### config.mk
export PLATFORM = sky130hd
export DESIGN_NAME = aabb_pairwise_collision
export DESIGN_NICKNAME = d
export VERILOG_FILES = /design/src/design/apc_pkg.sv /design/src/design/apc_datapath.sv /design/src/design/apc_ctrl.sv /design/src/design/aabb_pairwise_collision.sv
export SDC_FILE = /design/constraint.sdc
export NUM_CORES = 1
export LEC_CHECK = 0
export BUFFER_PORTS_ARGS = -buffer_cell sky130_fd_sc_hd__buf_2
export CAP_MARGIN = 20
export CORE_ASPECT_RATIO = 1.1
export CORE_UTILIZATION = 55
export DETAILED_ROUTE_END_ITERATION = 8
export PLACE_DENSITY = 0.7
export SETUP_SLACK_MARGIN = 0.1
export SLEW_MARGIN = 20
export SYNTH_ARGS = -nofsm -noshare
export SYNTH_HDL_FRONTEND = slang
export SYNTH_SLANG_ARGS = --single-unit
export TNS_END_PERCENT = 5
### constraint.sdc
create_clock -name i_clk -period 9.1 [get_ports i_clk]
set_input_delay 1.82 -clock i_clk [delete_from_list [all_inputs] [get_ports i_clk]]
set_output_delay 1.82 -clock i_clk [all_outputs]
set_load 0.02 [all_outputs]
### src/design/apc_pkg.sv
`timescale 1ns / 1ps
// ----------------------------------------------------------------------------
// Box pair collision package
// Shared types and widths for the controller, the datapath and the top level.
// ----------------------------------------------------------------------------
package apc_pkg;

    localparam int CoordW  = 16;   // signed Q12.4 coordinates
    localparam int SizeW   = 15;   // unsigned Q11.4 sizes
    localparam int EdgeW   = 18;   // signed width of an edge sum
    localparam int IdxOutW = 3;    // index width on the result stream
    localparam int PenW    = 15;   // penetration depth width

    typedef struct packed {
        logic                     is_static;
        logic        [SizeW-1:0]  height;
        logic        [SizeW-1:0]  width;
        logic signed [CoordW-1:0] top;
        logic signed [CoordW-1:0] left;
    } t_box;

    // Commands from the controller to the datapath.
    typedef struct packed {
        logic store_we;    // write the incoming box into the store
        logic edge_en;     // register edge sums of the selected pair
        logic pen_en;      // register overlap and penetration per axis
        logic emit_pair;   // load a pair result into the output register
        logic emit_end;    // load the end-of-frame result
        logic ovf;         // overflow flag for the end-of-frame result
    } t_dp_cmd;

    // Status from the datapath to the controller.
    typedef struct packed {
        logic slot_free;   // output register can take a result this cycle
        logic hit;         // registered pair overlaps and is not static-static
    } t_dp_status;

endpackage

### src/design/apc_datapath.sv
`timescale 1ns / 1ps
// ----------------------------------------------------------------------------
// Box pair collision datapath
// Box store, pair test pipeline and the output register.
// ----------------------------------------------------------------------------
module apc_datapath
    import apc_pkg::*;
#(
    parameter int MAX_BOXES = 8
) (
    input  logic                                   i_clk,
    input  logic                                   i_rst_n,
    input  t_box                                   i_box,
    input  logic [$clog2(MAX_BOXES)-1:0]           i_wr_addr,
    input  logic [$clog2(MAX_BOXES)-1:0]           i_rd_a,
    input  logic [$clog2(MAX_BOXES)-1:0]           i_rd_b,
    input  t_dp_cmd                                i_cmd,
    output t_dp_status                             o_status,
    input  logic                                   i_m_tready,
    output logic                                   o_m_tvalid,
    output logic [IdxOutW-1:0]                     o_first_index,
    output logic [IdxOutW-1:0]                     o_second_index,
    output logic [PenW-1:0]                        o_penetration,
    output logic                                   o_normal_on_y,
    output logic                                   o_normal_negative,
    output logic                                   o_frame_done,
    output logic                                   o_overflowed
);

    localparam int IW = $clog2(MAX_BOXES);

    t_box r_mem [MAX_BOXES];
    t_box r_p;
    t_box r_q;

    // Edge stage
    logic signed [EdgeW-1:0] r_pl, r_pr, r_pt, r_pb;
    logic signed [EdgeW-1:0] r_ql, r_qr, r_qt, r_qb;
    logic                    r_both_static;

    // Penetration stage
    logic            r_hit;
    logic [PenW-1:0] r_penx, r_peny;
    logic            r_negx, r_negy;

    // Output register
    logic               r_out_valid;
    logic [IdxOutW-1:0] r_first, r_second;
    logic [PenW-1:0]    r_pen;
    logic               r_ny, r_neg, r_done, r_ovf;

    logic signed [EdgeW-1:0] pl_ext, pt_ext, ql_ext, qt_ext;
    logic signed [EdgeW-1:0] pw_ext, ph_ext, qw_ext, qh_ext;
    logic                    overlap, negx, negy;
    logic signed [EdgeW-1:0] penx_full, peny_full;
    logic                    x_smaller;
    logic [IW+IdxOutW-1:0]   idx_a_ext, idx_b_ext;
    logic                    slot_free;

    always_ff @(posedge i_clk) begin
        if (i_cmd.store_we) begin
            r_mem[i_wr_addr] <= i_box;
        end
        r_p <= r_mem[i_rd_a];
        r_q <= r_mem[i_rd_b];
    end

    always_comb begin
        pl_ext = EdgeW'(r_p.left);
        pt_ext = EdgeW'(r_p.top);
        ql_ext = EdgeW'(r_q.left);
        qt_ext = EdgeW'(r_q.top);
        pw_ext = $signed({{(EdgeW-SizeW){1'b0}}, r_p.width});
        ph_ext = $signed({{(EdgeW-SizeW){1'b0}}, r_p.height});
        qw_ext = $signed({{(EdgeW-SizeW){1'b0}}, r_q.width});
        qh_ext = $signed({{(EdgeW-SizeW){1'b0}}, r_q.height});
    end

    always_ff @(posedge i_clk) begin
        if (i_cmd.edge_en) begin
            r_pl          <= pl_ext;
            r_pt          <= pt_ext;
            r_ql          <= ql_ext;
            r_qt          <= qt_ext;
            r_pr          <= pl_ext + pw_ext;
            r_pb          <= pt_ext + ph_ext;
            r_qr          <= ql_ext + qw_ext;
            r_qb          <= qt_ext + qh_ext;
            r_both_static <= r_p.is_static & r_q.is_static;
        end
    end

    // Touching edges count as overlap, hence the strict compares.
    always_comb begin
        overlap   = !((r_pr < r_ql) || (r_pl > r_qr) || (r_pb < r_qt) || (r_pt > r_qb));
        negx      = r_pl < r_ql;
        negy      = r_pt < r_qt;
        penx_full = negx ? (r_pr - r_ql) : (r_qr - r_pl);
        peny_full = negy ? (r_pb - r_qt) : (r_qb - r_pt);
    end

    always_ff @(posedge i_clk) begin
        if (!i_rst_n) begin
            r_hit <= 1'b0;
        end else if (i_cmd.pen_en) begin
            r_hit <= overlap & ~r_both_static;
        end
    end

    always_ff @(posedge i_clk) begin
        if (i_cmd.pen_en) begin
            r_penx <= penx_full[PenW-1:0];
            r_peny <= peny_full[PenW-1:0];
            r_negx <= negx;
            r_negy <= negy;
        end
    end

    // A tie between the axes picks Y.
    always_comb begin
        x_smaller = r_penx < r_peny;
        idx_a_ext = {{IdxOutW{1'b0}}, i_rd_a};
        idx_b_ext = {{IdxOutW{1'b0}}, i_rd_b};
        slot_free = ~r_out_valid | i_m_tready;
    end

    always_ff @(posedge i_clk) begin
        if (!i_rst_n) begin
            r_out_valid <= 1'b0;
        end else if (i_cmd.emit_pair || i_cmd.emit_end) begin
            r_out_valid <= 1'b1;
        end else if (i_m_tready) begin
            r_out_valid <= 1'b0;
        end
    end

    always_ff @(posedge i_clk) begin
        if (i_cmd.emit_pair) begin
            r_first  <= idx_a_ext[IdxOutW-1:0];
            r_second <= idx_b_ext[IdxOutW-1:0];
            r_pen    <= x_smaller ? r_penx : r_peny;
            r_ny     <= ~x_smaller;
            r_neg    <= x_smaller ? r_negx : r_negy;
            r_done   <= 1'b0;
            r_ovf    <= 1'b0;
        end else if (i_cmd.emit_end) begin
            r_first  <= '0;
            r_second <= '0;
            r_pen    <= '0;
            r_ny     <= 1'b0;
            r_neg    <= 1'b0;
            r_done   <= 1'b1;
            r_ovf    <= i_cmd.ovf;
        end
    end

    assign o_status.slot_free = slot_free;
    assign o_status.hit       = r_hit;
    assign o_m_tvalid         = r_out_valid;
    assign o_first_index      = r_first;
    assign o_second_index     = r_second;
    assign o_penetration      = r_pen;
    assign o_normal_on_y      = r_ny;
    assign o_normal_negative  = r_neg;
    assign o_frame_done       = r_done;
    assign o_overflowed       = r_ovf;

endmodule

### src/design/apc_ctrl.sv
`timescale 1ns / 1ps
// ----------------------------------------------------------------------------
// Box pair collision controller
// Counts loaded boxes and walks the pair indices through the test pipeline.
// ----------------------------------------------------------------------------
module apc_ctrl
    import apc_pkg::*;
#(
    parameter int MAX_BOXES = 8
) (
    input  logic                          i_clk,
    input  logic                          i_rst_n,
    input  logic                          i_s_tvalid,
    input  logic                          i_s_tlast,
    output logic                          o_s_tready,
    input  t_dp_status                    i_status,
    output t_dp_cmd                       o_cmd,
    output logic [$clog2(MAX_BOXES)-1:0]  o_wr_addr,
    output logic [$clog2(MAX_BOXES)-1:0]  o_rd_a,
    output logic [$clog2(MAX_BOXES)-1:0]  o_rd_b
);

    localparam int IW = $clog2(MAX_BOXES);
    localparam int CW = $clog2(MAX_BOXES + 1);
    localparam logic [CW-1:0] MaxCount = CW'(MAX_BOXES);

    typedef enum logic [2:0] {
        ST_LOAD,
        ST_READ,
        ST_EDGE,
        ST_PEN,
        ST_EMIT,
        ST_END
    } t_state;

    t_state        r_state;
    logic [CW-1:0] r_count;
    logic          r_ovf;
    logic [IW-1:0] r_i, r_j;

    logic          accept, room;
    logic [CW-1:0] count_after;
    logic          last_j, last_i, advance;
    logic [IW:0]   i_plus1, i_plus2, j_plus1;

    always_comb begin
        accept      = (r_state == ST_LOAD) & i_s_tvalid;
        room        = r_count < MaxCount;
        count_after = room ? (r_count + CW'(1)) : r_count;
        last_j      = CW'(r_j) == (r_count - CW'(1));
        last_i      = CW'(r_i) == (r_count - CW'(2));
        i_plus1     = {1'b0, r_i} + (IW+1)'(1);
        i_plus2     = {1'b0, r_i} + (IW+1)'(2);
        j_plus1     = {1'b0, r_j} + (IW+1)'(1);
        advance     = (r_state == ST_EMIT) & (~i_status.hit | i_status.slot_free);

        o_cmd.store_we  = accept & room;
        o_cmd.edge_en   = r_state == ST_EDGE;
        o_cmd.pen_en    = r_state == ST_PEN;
        o_cmd.emit_pair = (r_state == ST_EMIT) & i_status.hit & i_status.slot_free;
        o_cmd.emit_end  = (r_state == ST_END) & i_status.slot_free;
        o_cmd.ovf       = r_ovf;
    end

    always_ff @(posedge i_clk) begin
        if (!i_rst_n) begin
            r_state <= ST_LOAD;
            r_count <= '0;
            r_ovf   <= 1'b0;
            r_i     <= '0;
            r_j     <= '0;
        end else begin
            unique case (r_state)
                ST_LOAD: begin
                    if (accept) begin
                        r_count <= count_after;
                        if (!room) begin
                            r_ovf <= 1'b1;
                        end
                        if (i_s_tlast) begin
                            r_i <= '0;
                            r_j <= IW'(1);
                            r_state <= (count_after >= CW'(2)) ? ST_READ : ST_END;
                        end
                    end
                end
                ST_READ: r_state <= ST_EDGE;
                ST_EDGE: r_state <= ST_PEN;
                ST_PEN:  r_state <= ST_EMIT;
                ST_EMIT: begin
                    if (advance) begin
                        if (last_j) begin
                            if (last_i) begin
                                r_state <= ST_END;
                            end else begin
                                r_i     <= i_plus1[IW-1:0];
                                r_j     <= i_plus2[IW-1:0];
                                r_state <= ST_READ;
                            end
                        end else begin
                            r_j     <= j_plus1[IW-1:0];
                            r_state <= ST_READ;
                        end
                    end
                end
                ST_END: begin
                    if (i_status.slot_free) begin
                        r_count <= '0;
                        r_ovf   <= 1'b0;
                        r_state <= ST_LOAD;
                    end
                end
                default: r_state <= ST_LOAD;
            endcase
        end
    end

    assign o_s_tready = r_state == ST_LOAD;
    assign o_wr_addr  = r_count[IW-1:0];
    assign o_rd_a     = r_i;
    assign o_rd_b     = r_j;

endmodule

### src/design/aabb_pairwise_collision.sv
`timescale 1ns / 1ps
// ----------------------------------------------------------------------------
// Axis-aligned box pair collision detector
// Loads a frame of boxes and streams one result per overlapping pair.
// ----------------------------------------------------------------------------
// Usage: each slave-side transaction carries one box. The transaction with
// tlast high closes the frame and starts the pair tests; the slave side is
// not ready again until the frame has been fully reported. Boxes beyond
// MAX_BOXES are dropped, which is flagged on the end-of-frame result.
// Every pair i<j is tested in load order; pairs of two static boxes are
// not reported. Each overlapping pair yields one master-side transaction with the
// indices, the depth on the shallower axis (ties take Y) and the normal sign;
// a final transaction with tlast high and tuser holding the overflow flag
// ends the frame.
// Boxes are taken back to back while loading. Each pair passes through
// store read, edge sums, penetration and result load in the controller's
// walk; any time spent with the output stalled adds to a frame's run.
// The result register holds one transaction; while the receiver keeps tready
// low the pair walk halts at the next overlapping pair until the slot frees.
// Reset empties the frame and the result register; the store is not cleared.
// ----------------------------------------------------------------------------
module aabb_pairwise_collision
    import apc_pkg::*;
#(
    parameter int MAX_BOXES = 8
) (
    input  logic        i_clk,
    input  logic        i_rst_n,
    input  logic        i_s_tvalid,
    output logic        o_s_tready,
    // box_left[15:0], box_top[31:16], box_width[46:32], box_height[61:47], zero
    input  logic [63:0] i_s_tdata,
    // is_static
    input  logic        i_s_tuser,
    // frame_last
    input  logic        i_s_tlast,
    output logic        o_m_tvalid,
    input  logic        i_m_tready,
    // first_index[2:0], second_index[5:3], penetration[20:6],
    // normal_on_y[21], normal_negative[22], zero[23]
    output logic [23:0] o_m_tdata,
    // overflowed
    output logic        o_m_tuser,
    // frame_done
    output logic        o_m_tlast
);

    localparam int IW = $clog2(MAX_BOXES);

    t_box          box_in;
    t_dp_cmd       cmd;
    t_dp_status    status;
    logic [IW-1:0] wr_addr, rd_a, rd_b;

    logic [IdxOutW-1:0] first_index, second_index;
    logic [PenW-1:0]    penetration;
    logic               normal_on_y, normal_negative;

    // Unpack the incoming box.
    always_comb begin
        box_in.left      = i_s_tdata[15:0];
        box_in.top       = i_s_tdata[31:16];
        box_in.width     = i_s_tdata[46:32];
        box_in.height    = i_s_tdata[61:47];
        box_in.is_static = i_s_tuser;
    end

    apc_ctrl #(
        .MAX_BOXES (MAX_BOXES)
    ) u_ctrl (
        .i_clk      (i_clk),
        .i_rst_n    (i_rst_n),
        .i_s_tvalid (i_s_tvalid),
        .i_s_tlast  (i_s_tlast),
        .o_s_tready (o_s_tready),
        .i_status   (status),
        .o_cmd      (cmd),
        .o_wr_addr  (wr_addr),
        .o_rd_a     (rd_a),
        .o_rd_b     (rd_b)
    );

    apc_datapath #(
        .MAX_BOXES (MAX_BOXES)
    ) u_datapath (
        .i_clk             (i_clk),
        .i_rst_n           (i_rst_n),
        .i_box             (box_in),
        .i_wr_addr         (wr_addr),
        .i_rd_a            (rd_a),
        .i_rd_b            (rd_b),
        .i_cmd             (cmd),
        .o_status          (status),
        .i_m_tready        (i_m_tready),
        .o_m_tvalid        (o_m_tvalid),
        .o_first_index     (first_index),
        .o_second_index    (second_index),
        .o_penetration     (penetration),
        .o_normal_on_y     (normal_on_y),
        .o_normal_negative (normal_negative),
        .o_frame_done      (o_m_tlast),
        .o_overflowed      (o_m_tuser)
    );

    // Pack the result fields, lowest first, padded to a whole byte.
    assign o_m_tdata = {1'b0, normal_negative, normal_on_y, penetration,
                        second_index, first_index};

endmodule
### Yosys cells after proc, flatten, opt, wreduce, memory -nomap -nowiden

Memory sizes are Yosys's and may differ from the RTL's. A register that Yosys moved wholly into a read port is not among the register bits.
Index checks and enable logic that the tools add are counted.

* register bits after elaboration: 206
* bits in writable memories: 504
* input bits: 70
* output and inout bits: 28
* word-level logic and storage cells: 139
* memories kept: 1

Memory list
* u_datapath.r_mem: depth 8, width 63, rd ports 2, clocked after memory_dff 2, write ports 1, RTL line apc_datapath.sv:32 `t_box r_mem [MAX_BOXES];`

* $add $sub $neg: 14
* order comparisons: 9
* eq/ne operators: 15
* multiplexer cells: 44
* bitwise logic cells: 14
* reductions and logical operators: 15

Operators by type and width (count)
* two-way mux 15 bit: 5
* adder 16 x 16 -> 17 bit: 4
* two-way mux 3 bit: 20
* subtractor 15 bit: 4
* > comparator 16 x 17 -> 1 bit: 2
* < comparator 17 x 16 -> 1 bit: 2
* < comparator 16 bit: 2
* one-hot mux 3 bit (6 select lines): 1
* < comparator 15 bit: 1
* two-way mux 4 bit: 3
* one-hot mux 3 bit (2 select lines): 2
* two-way mux 1 bit: 11
* != test 2 x 1 -> 1 bit, second input constant: 5
* bitwise AND 1 bit: 8
* equality test 3 x 4 -> 1 bit: 2
* one-hot mux 4 bit (2 select lines): 1
* AND reduction 4 bit: 2
* nonzero test 2 bit: 4
* adder 3 x 1 -> 3 bit, second input constant: 2
* equality test 3 x 2 -> 1 bit, second input constant: 2
* equality test 3 bit, second input constant: 2
* AND reduction 6 bit: 1
* AND reduction 5 bit: 1
* adder 4 x 1 -> 4 bit, second input constant: 1
* 15 further kinds: 23

### Logic depth before layout (Yosys ltp)

* depth after elaboration: 7
* depth in mapped cells: 11

### Modules after synthesis

Synthesis repeated with hierarchy kept, for this count alone.

* cell total of the unflattened synthesis: 2566
* area, all modules: 40207.3 um^2

Modules (own cells, without submodules)
* apc_datapath: times used 1, cells each 2432, area each 39029.9 um^2, seq. area each 23382.4 um^2
* apc_ctrl: times used 1, cells each 130, area each 1151.1 um^2, seq. area each 280.3 um^2
* aabb_pairwise_collision: times used 1, cells each 4, area each 26.3 um^2, seq. area each 0.0 um^2

### Worst setup path before layout

OpenSTA, ideal clock, no wires.

* path kind: register to register
* start: register u_ctrl.r_state[2]
* end: register u_datapath.r_both_static (enable)
* arrival time: 3.727 ns
* required time: 8.592 ns
* path slack: 4.865 ns
* stages on the path, launching flop included: 4
* buffers on the path: 1
* clock period less this slack: 4.235 ns
* path through: dfxtp_1 -> clkbuf_1 -> nor2_1 -> and2_1

* cells in the longest elaborated chain, start to end: 1

Ends and longest elaborated chain
* from (decl): RTL line apc_ctrl.sv:36 `t_state r_state;`
* from (signal assigned): RTL line apc_ctrl.sv:83 `r_state <= (count_after >= CW'(2)) ? ST_READ : ST_END;`
* equality test 3 x 2 -> 1 bit: RTL line apc_ctrl.sv:58 `o_cmd.edge_en = r_state == ST_EDGE;`
* to (signal assigned): RTL line apc_datapath.sv:89 `r_both_static <= r_p.is_static & r_q.is_static;`
* to (decl): RTL line apc_datapath.sv:39 `logic r_both_static;`

Every way passes these cells.
A chain may end at the register's enable or synchronous reset.

### Worst setup path in the final report

* start: register u_ctrl.r_state[2]
* end: output o_s_tready

* cells in the longest elaborated chain, start to end: 1

Ends and longest elaborated chain
* logical NOT 3 bit: RTL line apc_ctrl.sv:118 `assign o_s_tready = r_state == ST_LOAD;`
* to (decl): RTL line aabb_pairwise_collision.sv:30 `output logic o_s_tready,`

Every way passes these cells.

==> results_dict.tcl <==
set metrics [dict create \
    status "finished, final reports clean" \
    synth_fp_nets 2814 \
    antenna_found_initial 10 \
    cp_slowest_cell "nor3_1" \
    grt.overflow.total 0 \
    preCtsSetupSlack_ns 4.761 \
    ys_seq_elements 836 \
    fmax_mhz 260.4 \
    grt_max_degree 69 \
    yosysTopAreaCellShare 0.5202 \
    cts-buffers-inserted 83 \
    internal-power_mw 9.281 \
    ys_warn_count 0 \
    total_power_mw 13.81 \
    start_util 0.5565 \
    setup_viol 0 \
    p_seq_frac 0.402 \
    path_class "flop to output pin" \
    core_um2 71780 \
    finalWeightedCongestion 0.8638 \
    clkTransAtPathRegs_ns 0.06 \
    cts_hold_buf 0 \
    drc 0 \
    cp_max_fo 16 \
    synth_common_cells "edfxtp_1, mux4_2, ha_1" \
    layout.cells.non_filler 3651 \
    die-area_um2 73720 \
    synth.area.top_cells "edfxtp_1, mux4_2, dfxtp_1" \
    clock_path_buffers 3 \
    postCtsSetupRepairBufs 0 \
    grt_usage 0.2531 \
    worstPathArrival_ns 2.02 \
    worstPathCellList "nor3_1 > buf_2" \
    yosysTopAreaCell "edfxtp_1" \
    io_pins 98 \
    viasPerCell 6.134 \
    critPathRequiredTime_ns 7.28 \
    pwr-share-clk 0.249 \
    finalHoldViolCount 0 \
    cts_tree "yes" \
    place_hpwl_mm 59.51 \
    root_buffer "clkbuf_16" \
    critPathMaxStageDelay_ns 0.65 \
    avgSynthCellArea_um2 15.81 \
    fin_util 0.6159 \
    wl_per_cell_um 25.16 \
    die_height_um 284.7 \
    slew_viol_final 0 \
    swShare 0.3277 \
    synth-seq-area-share 0.5923 \
    cap_violations 0 \
    synth_most_common_cell "edfxtp_1" \
    first_pass_iters 5 \
    p_leak_nw 15.73 \
    ys_async_sr_fraction 0 \
    switching_power_mw 4.525 \
    routed_wl_mm 91.87 \
    fp.dieW_um 259.0 \
    relSlewSlack 0.2765 \
    combPwrFrac 0.349 \
    ant_nets 0 \
    p_per_area_nw_per_um2 312.3 \
    grt_pass1_wl_mm 138.4 \
    setup_ws_ns 5.259 \
    insertion_delay_ns 0.63 \
    drive_above_1_share 0.2459 \
    start_kind "flop" \
    cts_max_level 3 \
    synthCells 2527 \
    place_area_um2 41450 \
    drt-initial-drc-count 1882 \
    hold_path.class "flop to flop" \
    cts_resized 0 \
    rows 103 \
    end_kind "output pin" \
    grt_pass1_vias 23040 \
    clock-sinks 836 \
    dp.cells 3499 \
    setup-tns-final_ns 0 \
    worst_ir_drop_vdd_mv 0.1440 \
    synth.distinct_cells 64 \
    postLayoutCellArea_um2 44210 \
    vias 22390 \
    area_growth_syn_to_layout_pct 10.66 \
    worstMarginPinSlew_ns 1.085 \
    rsz0062_at_grt "no" \
    min_period_over_period 0.4220 \
    synth_ff_type "edfxtp_1" \
    fin_skew_ns 0.02507 \
    synth_edf_count 692 \
    nets 2926 \
    syn-cell-area_um2 39950 \
    fin_crit_ns 3.841 \
    whs_ns 0.4369 \
    portBuffers 94 \
]
==> per-layer routing <==
layer | track usage | share of wire
met1 | 0.3530 | 0.43
met5 | 0 | 0.00087
met2 | 0.4043 | 0.48
met3 | 0.05404 | 0.071
met4 | 0.06672 | 0.019
==> cell usage in the layout (no fill, tap or decap), types with 39 or more instances in the layout <==
cell type | Yosys | final
edfxtp_1 | 692 | 692
mux2_2 | 130 | 130
inv_1 | 160 | 160
a21oi_1 | 87 | 87
nor2_1 | 123 | 122
dfxtp_1 | 144 | 138
ha_1 | 209 | 209
buf_2 | 30 | 94
mux4_2 | 252 | 252
o21a_1 | 39 | 39
o21ai_0 | 56 | 56
nand2_1 | 63 | 63
clkbuf_16 | 0 | 83
xnor2_1 | 55 | 55
==> registers in the layout, summed over array words and instances, names as in the netlist, 17 cells and up <==
register / count
u_datapath.r_pb: 17
u_datapath.r_pr: 17
u_datapath.r_qb: 17
u_datapath.r_mem: 504
u_datapath.r_qr: 17
==> cell type report <==
cell class	instances	area, um2
Fill cell	5191	27570
Sequential cell	836	23690
Multi-Input combinational cell	1441	15340
Clock buffer	113	2310
Tap cell	945	1182
Timing Repair Buffer	117	643.1
Inverter	160	600.6
Clock inverter	37	440.4
Antenna cell	2	5.005
==> critical path, delay by kind of cell, from the launching register on <==
family	cells	cell delay, ns
buf+inv	1	0.29
simple gates	1	0.65
flops	1	0.45
==> cell families after synthesis <==
| logic type | Yosys count | share of synthesized area |
|---|---|---|
| flip-flops | 836 | 0.5923 |
| multiplexers | 418 | 0.1877 |
| AND/OR/NAND/NOR | 362 | 0.04482 |
| AO/OA/AOI/OAI | 352 | 0.06073 |
| buffers and inverters | 250 | 0.02490 |
| adder cells (fa/ha/maj) | 217 | 0.06947 |
| XOR/XNOR | 91 | 0.01995 |
| other | 1 | 0.00009387 |
==> power groups by stage <==
stage                     combinational [mW]  sequential [mW]  clock (mW)
after global routing                    5.31             5.59        3.65
final                                   4.82             5.54        3.44
after detailed placement                4.80             5.61           0
after CTS                               4.84             5.53        3.49
after floorplan                         3.73             5.35           0
after global placement                  4.70             5.58           0
==> final timing paths <==
| path | startpoint | end | slack, ns | cells past startpoint |
|---|---|---|---|---|
| setup / recovery | u_ctrl.r_state[2] | o_s_tready | 5.26 | 2 |
| hold / removal | u_datapath.qt_ext[4] | u_datapath.r_qt[4] | 0.44 | 0 |
| setup reg to reg | u_ctrl.r_state[2] | u_datapath.r_mem[3][49] | 5.62 | 5 |
| hold reg to reg | u_datapath.qt_ext[4] | u_datapath.r_qt[4] | 0.44 | 0 |
Note: power is estimated with default switching activity, not from simulation.
